**src/hw/rtl/itoa_pkg.sv**
```systemverilog
// ----------------------------------------------------------------------------
// itoa_pkg: shared definitions for the integer to ASCII converter
// Holds widths, selector codes, ASCII constants and the BCD digit helpers.
// ----------------------------------------------------------------------------
package itoa_pkg;

    // Width of the unsigned wide kind; 32-bit kinds use the low 32 bits.
    localparam int VALUE_WIDTH = 64;
    // Longest text run: twenty decimal digits for a 64-bit value.
    localparam int MAX_CHARS   = 20;
    localparam int DIGITS_W    = 4 * MAX_CHARS;
    localparam int CNT_W       = $clog2(MAX_CHARS + 1);
    localparam int BITS_W      = $clog2(VALUE_WIDTH + 1);

    // Kind selector codes.
    localparam logic [1:0] FUNC_S32 = 2'd0;
    localparam logic [1:0] FUNC_U32 = 2'd1;
    localparam logic [1:0] FUNC_U64 = 2'd2;

    // Radix selector codes.
    localparam logic [1:0] RADIX_DEC  = 2'd0;
    localparam logic [1:0] RADIX_LHEX = 2'd1;
    localparam logic [1:0] RADIX_UHEX = 2'd2;

    // ASCII characters used by the converter.
    localparam logic [7:0] ASCII_ZERO  = 8'h30;
    localparam logic [7:0] ASCII_LOW_A = 8'h61;
    localparam logic [7:0] ASCII_UP_A  = 8'h41;
    localparam logic [7:0] ASCII_MINUS = 8'h2d;

    // Map one digit to its ASCII character.
    function automatic logic [7:0] digit_char(input logic [3:0] d, input logic upper);
        logic [7:0] ch;
        if (d < 4'd10) begin
            ch = ASCII_ZERO + {4'd0, d};
        end else if (upper) begin
            ch = ASCII_UP_A + {4'd0, d - 4'd10};
        end else begin
            ch = ASCII_LOW_A + {4'd0, d - 4'd10};
        end
        return ch;
    endfunction

    // Add three to every BCD digit that is five or more (double dabble step).
    function automatic logic [DIGITS_W-1:0] bcd_adjust(input logic [DIGITS_W-1:0] d);
        logic [DIGITS_W-1:0] res;
        res = d;
        for (int k = 0; k < MAX_CHARS; k++) begin
            if (d[4*k +: 4] >= 4'd5) begin
                res[4*k +: 4] = d[4*k +: 4] + 4'd3;
            end
        end
        return res;
    endfunction

    // True when every digit of the word is a legal BCD digit.
    function automatic logic bcd_valid(input logic [DIGITS_W-1:0] d);
        logic ok;
        ok = 1'b1;
        for (int k = 0; k < MAX_CHARS; k++) begin
            if (d[4*k +: 4] > 4'd9) begin
                ok = 1'b0;
            end
        end
        return ok;
    endfunction

endpackage

```
**src/hw/rtl/integer_to_ascii_radix.sv**
```systemverilog
// ----------------------------------------------------------------------------
// integer_to_ascii_radix: integer to ASCII text converter
// Converts a signed or unsigned integer into decimal or hex characters,
// most significant first, and flags the last character of each run.
// ----------------------------------------------------------------------------
//
//  Channel | Handshake                 | Payload
//  --------+---------------------------+-----------------------------------
//  in      | i_in_valid / o_in_ready   | i_func, i_radix_sel, i_raw_value
//  out     | o_out_valid / i_out_ready | o_char_out, o_last_char
//
// A decimal request runs VALUE_WIDTH (64) shift-and-add-3 steps on one shared
// BCD adjust unit; a hex request loads its nibbles directly. Leading zeros are
// dropped at one per cycle (up to 19), then one character goes out per cycle
// while the output side takes them. A new request is taken only in idle, once
// the last character of the run is loaded for output. Reset is synchronous,
// active low, to idle.
module integer_to_ascii_radix (
    input  logic        i_clk,
    input  logic        i_rst_n,
    input  logic        i_in_valid,
    output logic        o_in_ready,
    input  logic [1:0]  i_func,
    input  logic [1:0]  i_radix_sel,
    input  logic [63:0] i_raw_value,
    output logic        o_out_valid,
    input  logic        i_out_ready,
    output logic [7:0]  o_char_out,
    output logic        o_last_char
);

    typedef enum logic [4:0] {
        S_IDLE = 5'b00001,
        S_CONV = 5'b00010,
        S_TRIM = 5'b00100,
        S_SIGN = 5'b01000,
        S_EMIT = 5'b10000
    } t_state;

    t_state                               r_state, n_state;
    logic [itoa_pkg::DIGITS_W-1:0]        r_digs, n_digs;
    logic [itoa_pkg::VALUE_WIDTH-1:0]     r_val, n_val;
    logic [itoa_pkg::BITS_W-1:0]          r_bits, n_bits;
    logic [itoa_pkg::CNT_W-1:0]           r_cnt, n_cnt;
    logic                                 r_hex, n_hex;
    logic                                 r_upper, n_upper;
    logic                                 r_neg, n_neg;
    logic                                 r_out_valid, n_out_valid;
    logic [7:0]                           r_char, n_char;
    logic                                 r_last, n_last;

    logic [31:0]                          w_low;
    logic [31:0]                          w_low_neg;
    logic                                 w_neg;
    logic [itoa_pkg::VALUE_WIDTH-1:0]     w_mag;
    logic                                 w_is_hex;
    logic [itoa_pkg::DIGITS_W-1:0]        w_adj;
    logic                                 w_out_free;

    // Magnitude of the incoming request according to its kind.
    assign w_low     = i_raw_value[31:0];
    assign w_low_neg = ~w_low + 32'd1;
    assign w_neg     = (i_func == itoa_pkg::FUNC_S32) && w_low[31];
    assign w_is_hex  = (i_radix_sel == itoa_pkg::RADIX_LHEX) ||
                       (i_radix_sel == itoa_pkg::RADIX_UHEX);

    always_comb begin
        case (i_func)
            itoa_pkg::FUNC_S32: begin
                w_mag = w_neg ? itoa_pkg::VALUE_WIDTH'(w_low_neg)
                              : itoa_pkg::VALUE_WIDTH'(w_low);
            end
            itoa_pkg::FUNC_U32: begin
                w_mag = itoa_pkg::VALUE_WIDTH'(w_low);
            end
            default: begin
                w_mag = i_raw_value[itoa_pkg::VALUE_WIDTH-1:0];
            end
        endcase
    end

    // Shared BCD adjust unit and output register availability.
    assign w_adj      = itoa_pkg::bcd_adjust(r_digs);
    assign w_out_free = !r_out_valid || i_out_ready;

    // Sequencer: conversion, leading zero trim, sign and character emission.
    always_comb begin
        n_state     = r_state;
        n_digs      = r_digs;
        n_val       = r_val;
        n_bits      = r_bits;
        n_cnt       = r_cnt;
        n_hex       = r_hex;
        n_upper     = r_upper;
        n_neg       = r_neg;
        n_out_valid = r_out_valid && !i_out_ready;
        n_char      = r_char;
        n_last      = r_last;
        case (r_state)
            S_IDLE: begin
                if (i_in_valid) begin
                    n_hex   = w_is_hex;
                    n_upper = (i_radix_sel == itoa_pkg::RADIX_UHEX);
                    n_neg   = w_neg;
                    n_cnt   = itoa_pkg::CNT_W'(itoa_pkg::MAX_CHARS);
                    n_val   = w_mag;
                    n_bits  = itoa_pkg::BITS_W'(itoa_pkg::VALUE_WIDTH);
                    if (w_is_hex) begin
                        n_digs  = itoa_pkg::DIGITS_W'(w_mag);
                        n_state = S_TRIM;
                    end else begin
                        n_digs  = '0;
                        n_state = S_CONV;
                    end
                end
            end
            S_CONV: begin
                n_digs = {w_adj[itoa_pkg::DIGITS_W-2:0], r_val[itoa_pkg::VALUE_WIDTH-1]};
                n_val  = {r_val[itoa_pkg::VALUE_WIDTH-2:0], 1'b0};
                n_bits = r_bits - itoa_pkg::BITS_W'(1);
                if (r_bits == itoa_pkg::BITS_W'(1)) begin
                    n_state = S_TRIM;
                end
            end
            S_TRIM: begin
                if ((r_digs[itoa_pkg::DIGITS_W-1 -: 4] == 4'd0) &&
                    (r_cnt != itoa_pkg::CNT_W'(1))) begin
                    n_digs = {r_digs[itoa_pkg::DIGITS_W-5:0], 4'd0};
                    n_cnt  = r_cnt - itoa_pkg::CNT_W'(1);
                end else begin
                    n_state = r_neg ? S_SIGN : S_EMIT;
                end
            end
            S_SIGN: begin
                if (w_out_free) begin
                    n_out_valid = 1'b1;
                    n_char      = itoa_pkg::ASCII_MINUS;
                    n_last      = 1'b0;
                    n_state     = S_EMIT;
                end
            end
            S_EMIT: begin
                if (w_out_free) begin
                    n_out_valid = 1'b1;
                    n_char      = itoa_pkg::digit_char(r_digs[itoa_pkg::DIGITS_W-1 -: 4],
                                                       r_upper);
                    n_last      = (r_cnt == itoa_pkg::CNT_W'(1));
                    n_digs      = {r_digs[itoa_pkg::DIGITS_W-5:0], 4'd0};
                    n_cnt       = r_cnt - itoa_pkg::CNT_W'(1);
                    if (r_cnt == itoa_pkg::CNT_W'(1)) begin
                        n_state = S_IDLE;
                    end
                end
            end
            default: begin
                n_state = S_IDLE;
            end
        endcase
    end

    // Control registers.
    always_ff @(posedge i_clk) begin
        if (!i_rst_n) begin
            r_state     <= S_IDLE;
            r_out_valid <= 1'b0;
        end else begin
            r_state     <= n_state;
            r_out_valid <= n_out_valid;
        end
    end

    // Datapath registers.
    always_ff @(posedge i_clk) begin
        r_digs  <= n_digs;
        r_val   <= n_val;
        r_bits  <= n_bits;
        r_cnt   <= n_cnt;
        r_hex   <= n_hex;
        r_upper <= n_upper;
        r_neg   <= n_neg;
        r_char  <= n_char;
        r_last  <= n_last;
    end

    assign o_in_ready  = (r_state == S_IDLE);
    assign o_out_valid = r_out_valid;
    assign o_char_out  = r_char;
    assign o_last_char = r_last;

    // Checks on the sequencer.
    a_conv_count: assert property (@(posedge i_clk) disable iff (!i_rst_n)
        (r_state == S_CONV) |-> (r_bits != '0))
        else $error("conversion running with no bits left");

    a_emit_count: assert property (@(posedge i_clk) disable iff (!i_rst_n)
        (r_state == S_EMIT || r_state == S_SIGN) |-> (r_cnt != '0))
        else $error("emission running with no digits left");

    a_bcd_legal: assert property (@(posedge i_clk) disable iff (!i_rst_n)
        (r_state == S_TRIM && !r_hex) |-> itoa_pkg::bcd_valid(r_digs))
        else $error("illegal BCD digit after conversion");

    a_start: assert property (@(posedge i_clk) disable iff (!i_rst_n)
        (i_in_valid && o_in_ready) |=> (r_state == S_CONV || r_state == S_TRIM))
        else $error("accepted request did not start conversion");

    a_last_done: assert property (@(posedge i_clk) disable iff (!i_rst_n)
        (r_state == S_EMIT && w_out_free && r_cnt == itoa_pkg::CNT_W'(1)) |=>
        (r_state == S_IDLE && o_out_valid && o_last_char))
        else $error("final character did not end the run");

endmodule
```
**config.mk**
```make
export PLATFORM = sky130hd
export DESIGN_NAME = integer_to_ascii_radix
export DESIGN_NICKNAME = d
export VERILOG_FILES = /design/src/hw/rtl/itoa_pkg.sv /design/src/hw/rtl/integer_to_ascii_radix.sv
export SDC_FILE = /design/constraint.sdc
export NUM_CORES = 1
export LEC_CHECK = 0
export CAP_MARGIN = 20
export CORE_MARGIN = 10
export CORE_UTILIZATION = 30
export DETAILED_ROUTE_END_ITERATION = 16
export DONT_BUFFER_PORTS = 1
export GPL_ROUTABILITY_DRIVEN = 0
export PLACE_DENSITY = 0.54
export SKIP_LAST_GASP = 1
export SYNTH_ARGS = -nofsm -noshare
export SYNTH_HDL_FRONTEND = slang
export SYNTH_SLANG_ARGS = --single-unit
```
**constraint.sdc**
```tcl
create_clock -name i_clk -period 8.8 [get_ports i_clk]
set_clock_uncertainty 0.05 [all_clocks]
set_input_delay 1.32 -clock i_clk [delete_from_list [all_inputs] [get_ports i_clk]]
set_output_delay 1.32 -clock i_clk [all_outputs]
set_load 0.005 [all_outputs]
```
==> impl_results.html <==
<table>
<tr><th>Metric</th><th>Value</th></tr>
<tr><th colspan="2">Outcome</th></tr>
<tr><td>Result of the run</td><td>finished, final reports clean</td></tr>
<tr><th colspan="2">Layout</th></tr>
<tr><td>Fraction of layout cells with a size suffix above 1</td><td>0.05814</td></tr>
<tr><td>Number of antenna repair diodes</td><td>0</td></tr>
<tr><td>Count of placed standard cells in the final layout, fillers left out</td><td>around 1500</td></tr>
<tr><td>Number of fillers in the final layout</td><td>around 3500</td></tr>
<tr><td>Area overhead of the layout relative to synthesis</td><td>10.37%</td></tr>
<tr><td>Post-route cell area</td><td>between 10000 and 15000 µm²</td></tr>
<tr><td>Number of nets at the end of the flow</td><td>between 1000 and 1500</td></tr>
<tr><th colspan="2">Logic synthesis</th></tr>
<tr><td>Synthesized cell area</td><td>10310 µm²</td></tr>
<tr><td>Post-synthesis sequential element count</td><td>172</td></tr>
<tr><td>Most frequent cell after synthesis</td><td>sky130_fd_sc_hd__edfxtp_1</td></tr>
<tr><td>Net count of the mapped netlist</td><td>roughly 1200</td></tr>
<tr><td>Number of synthesis warnings</td><td>0</td></tr>
<tr><td>Dominant cells by area after synthesis</td><td>sky130_fd_sc_hd__edfxtp_1, sky130_fd_sc_hd__ha_1, sky130_fd_sc_hd__a21oi_1</td></tr>
<tr><td>Share of synthesized registers carrying an async set or reset</td><td>0</td></tr>
<tr><td>Most common flop cell mapped by yosys</td><td>sky130_fd_sc_hd__edfxtp_1</td></tr>
<tr><td>Proportion of netlist area held by the largest area contributor</td><td>0.4836</td></tr>
<tr><td>Most instantiated cells after synthesis</td><td>sky130_fd_sc_hd__edfxtp_1, sky130_fd_sc_hd__nand2_1, sky130_fd_sc_hd__a21oi_1</td></tr>
<tr><td>Synthesized netlist cell count</td><td>~1000</td></tr>
<tr><td>Synth cell types</td><td>58</td></tr>
<tr><td>Synthesized area per cell</td><td>~10 µm²</td></tr>
<tr><td>Share of synthesized area occupied by flip-flops and latches</td><td>0.4953</td></tr>
<tr><td>Cell type contributing the most total cell area after synthesis</td><td>sky130_fd_sc_hd__edfxtp_1</td></tr>
<tr><td>Number of enable-type register cells in the synthesized netlist</td><td>around 170</td></tr>
<tr><th colspan="2">Detailed routing</th></tr>
<tr><td>Final routed DRC violation total</td><td>0</td></tr>
<tr><td>Met2 wire length</td><td>~11000 µm</td></tr>
<tr><td>Detail Route Antenna Nets</td><td>0</td></tr>
<tr><td>Met1 Routed Length</td><td>11900 µm</td></tr>
<tr><td>Uppermost metal layer occupied by signal nets</td><td>met4</td></tr>
<tr><td>Number of vias per cell after detailed routing</td><td>between 5 and 6</td></tr>
<tr><td>Total iterations of the first detailed-routing run</td><td>5</td></tr>
<tr><td>Routed len/inst</td><td>between 15 and 20 µm</td></tr>
<tr><td>Met3 wire length</td><td>between 1500 and 2000 µm</td></tr>
<tr><td>Total number of vias</td><td>between 7000 and 8000</td></tr>
<tr><td>Drt initial violations</td><td>roughly 550</td></tr>
<tr><td>Routed wire length</td><td>~25000 µm</td></tr>
<tr><th colspan="2">Global route</th></tr>
<tr><td>Number of global-route vias before repair</td><td>~7500</td></tr>
<tr><td>GRT Overall Usage</td><td>0.1197</td></tr>
<tr><td>Global-route congestion overflow total</td><td>0</td></tr>
<tr><td>Initial antenna violation count</td><td>0</td></tr>
<tr><td>Pin count of the biggest net entering global routing</td><td>76</td></tr>
<tr><td>Wire length of the first global-routing pass</td><td>between 40000 and 50000 µm</td></tr>
<tr><th colspan="2">Timing</th></tr>
<tr><td>RSZ-0062 raised after global routing</td><td>false</td></tr>
<tr><td>Final number of setup-violating endpoints</td><td>0</td></tr>
<tr><td>Sum Neg Setup Slack</td><td>0 ns</td></tr>
<tr><td>Final max-slew violation count</td><td>0</td></tr>
<tr><td>Slew margin rel.</td><td>0.3057</td></tr>
<tr><td>Final count of hold timing violations</td><td>0</td></tr>
<tr><td>Post-layout minimum cycle time</td><td>3.290 ns</td></tr>
<tr><td>Slew @ Worst Pin</td><td>around 1.0 ns</td></tr>
<tr><td>Top achievable clock speed</td><td>303.9 MHz</td></tr>
<tr><td>Portion of the clock cycle consumed by the worst path in the final layout</td><td>0.3739</td></tr>
<tr><th colspan="2">Floorplanning</th></tr>
<tr><td>Row Count</td><td>67</td></tr>
<tr><td>Area enclosed by the die boundary</td><td>42170 µm²</td></tr>
<tr><td>I/O Pins</td><td>83</td></tr>
<tr><td>Initial core utilization</td><td>0.3059</td></tr>
<tr><td>Area of the core region</td><td>approximately 34000 µm²</td></tr>
<tr><td>Width of the chip</td><td>approximately 210 µm</td></tr>
<tr><td>Die height</td><td>roughly 210 µm</td></tr>
<tr><th colspan="2">Clocking</th></tr>
<tr><td>Sink Count</td><td>172</td></tr>
<tr><td>Clock latency on the worst-skew pair</td><td>roughly 0.44 ns</td></tr>
<tr><td>Hold-fix buffers at CTS</td><td>0</td></tr>
<tr><td>Root Buffer</td><td>sky130_fd_sc_hd__clkbuf_16</td></tr>
<tr><td>CTS Buf Count</td><td>17</td></tr>
<tr><td>Longest Clk Path Bufs</td><td>2</td></tr>
<tr><td>TritonCTS clock tree</td><td>yes</td></tr>
<tr><td>Number of post-CTS setup repair buffers</td><td>0</td></tr>
<tr><td>Clock input transition at the sequential cells of the worst setup and hold paths</td><td>0.07 ns</td></tr>
<tr><td>Count of instances resized after the clock tree is built</td><td>0</td></tr>
<tr><td>H-tree Lvls</td><td>4</td></tr>
<tr><th colspan="2">Placed design</th></tr>
<tr><td>Placed standard-cell area</td><td>10760 µm²</td></tr>
<tr><td>Port Buffers</td><td>0</td></tr>
<tr><td>Inst Count DP</td><td>between 1000 and 1500</td></tr>
<tr><td>Final HPWL from detailed placement</td><td>16260 µm</td></tr>
<tr><th colspan="2">Power and ir drop</th></tr>
<tr><td>Overall power</td><td>~3.8 mW</td></tr>
<tr><td>Power Dens Cells</td><td>336.3 nW/µm²</td></tr>
<tr><td>Peak VDD IR</td><td>0.0001564 V</td></tr>
<tr><td>Static leakage power</td><td>approximately 3.9 nW</td></tr>
<tr><th colspan="2">Critical path</th></tr>
<tr><td>Critical setup path kind</td><td>reg -&gt; reg</td></tr>
<tr><td>Largest fanout on the critical path</td><td>between 40 and 50</td></tr>
<tr><td>Worst flop-to-flop path startpoint</td><td>r_state[0]</td></tr>
<tr><td>Flop-to-flop setup slack</td><td>5.51 ns</td></tr>
<tr><td>Nature of the critical path startpoint</td><td>register</td></tr>
<tr><td>Critical path required time</td><td>about 8.8 ns</td></tr>
<tr><td>Number of cells traversed by the worst register-to-register path</td><td>5</td></tr>
<tr><td>Critical path data arrival time</td><td>3.31 ns</td></tr>
<tr><td>Last element of the critical path</td><td>r_digs[25]</td></tr>
<tr><td>CP Capture Type</td><td>register</td></tr>
<tr><td>Reg2reg end</td><td>r_digs[25]</td></tr>
<tr><td>Critical Path Source</td><td>r_state[0]</td></tr>
<tr><th colspan="2">Hold path</th></tr>
<tr><td>Source of the worst hold timing path</td><td>r_val[39]</td></tr>
<tr><td>Type of the most critical hold path</td><td>reg -&gt; reg</td></tr>
<tr><th colspan="2">Run</th></tr>
<tr><td>Maxcap violations</td><td>0</td></tr>
</table>
==> worst max-delay path, cell delays in order (launching register included) <==
cell and delay [ns]:
sky130_fd_sc_hd__dfxtp_1 0.36, sky130_fd_sc_hd__or2_2 0.40, sky130_fd_sc_hd__or3_1 0.71, sky130_fd_sc_hd__a31oi_4 0.28
sky130_fd_sc_hd__buf_4 0.40, sky130_fd_sc_hd__buf_4 0.68
==> worst min path at each step <==
stage                          to  slack, ns  depth (start not counted)
floorplan               r_val[33]       0.43                          2
global placement        r_val[36]       0.44                          2
detailed placement      r_val[40]       0.45                          2
CTS                     r_val[32]       0.46                          2
global route        o_char_out[5]       0.47                          1
finish                  r_val[40]       0.46                          2
==> area by class of cell <==
class	count	area, µm²	area share
repair buffers	12	110.1	0.009679
clock buffers	17	425.4	0.03740
well taps	448	560.5	0.04927
clock inverters	15	165.2	0.01452
inverters	57	214.0	0.01881
multi-input cells	759	4796	0.4216
flip-flops and latches	172	5105	0.4487
==> routing by layer <==
metal / track usage / vias to the layer above
met1: 0.1560 / 3696
met3: 0.03664 / 16
li1: - / 3767
met4: 0.03019 / 0
met2: 0.1894 / 146
met5: 0 / -
==> sequential cells by signal, summed over array words and instances (netlist names) <==
signal and flops:
r_state 5, r_upper 1, r_val 64, o_out_valid 1, r_bits 7, r_cnt 5, r_digs 80, o_char_out 7
o_last_char 1, r_neg 1
==> cells by family (layout without fill, tap and decap cells) <==
logic type                 count (synthesis)  after routing  share of synthesized area
and+or+nand+nor                          343            343                     0.1640
other                                      1              1                  0.0003638
xor gates and xnor gates                  71             71                    0.06033
AOI/OAI and AO/OA                        285            285                     0.1673
muxes                                     10             10                    0.01008
adders and majority gates                 49             49                    0.05948
buffers and inverters                    113            101                    0.04321
DFF                                      172            172                     0.4953
==> per-stage QoR <==
| step | setup WS [ns] | utilization | hold slack, ns |
|---|---|---|---|
| CTS | 5.453 | 0.3367 | 0.4636 |
| global route | 5.249 | 0.3376 | 0.4711 |
| detailed placement | 5.089 | 0.3192 | 0.4489 |
| finish | 5.510 | 0.3376 | 0.4614 |
| global placement | 5.107 | 0.3192 | 0.4385 |
| floorplan | 1.776 | - | 0.4336 |
==> cell usage in the layout, fill, tap and decap left out, types with 7 or more instances in the layout <==
cell,netlist,routed
sky130_fd_sc_hd__nor2_1,72,72
sky130_fd_sc_hd__ha_1,49,49
sky130_fd_sc_hd__nor3_1,18,17
sky130_fd_sc_hd__clkbuf_16,0,17
sky130_fd_sc_hd__a32oi_1,15,15
sky130_fd_sc_hd__o221ai_1,21,21
sky130_fd_sc_hd__a22oi_1,13,13
sky130_fd_sc_hd__nand2_1,129,129
sky130_fd_sc_hd__nand3_1,33,33
sky130_fd_sc_hd__inv_1,57,57
sky130_fd_sc_hd__nor4_1,9,9
sky130_fd_sc_hd__a21oi_1,109,109
sky130_fd_sc_hd__a31oi_1,13,12
sky130_fd_sc_hd__buf_4,1,11
sky130_fd_sc_hd__mux2i_1,7,7
sky130_fd_sc_hd__nor3b_1,25,25
sky130_fd_sc_hd__edfxtp_1,166,166
sky130_fd_sc_hd__o22ai_1,8,8
sky130_fd_sc_hd__xor2_1,18,18
sky130_fd_sc_hd__nand2b_1,21,21
sky130_fd_sc_hd__o21ai_0,75,74
sky130_fd_sc_hd__xnor2_1,53,53
==> power breakdown <==
| part | switching [mW] | leakage (nW) | internal, mW |
|---|---|---|---|
| combinational | 0.847 | 1.97 | 0.514 |
| clock | 0.355 | 0.293 | 0.424 |
| sequential | 0.286 | 1.67 | 1.40 |
(Power assumes the default switching activity.)
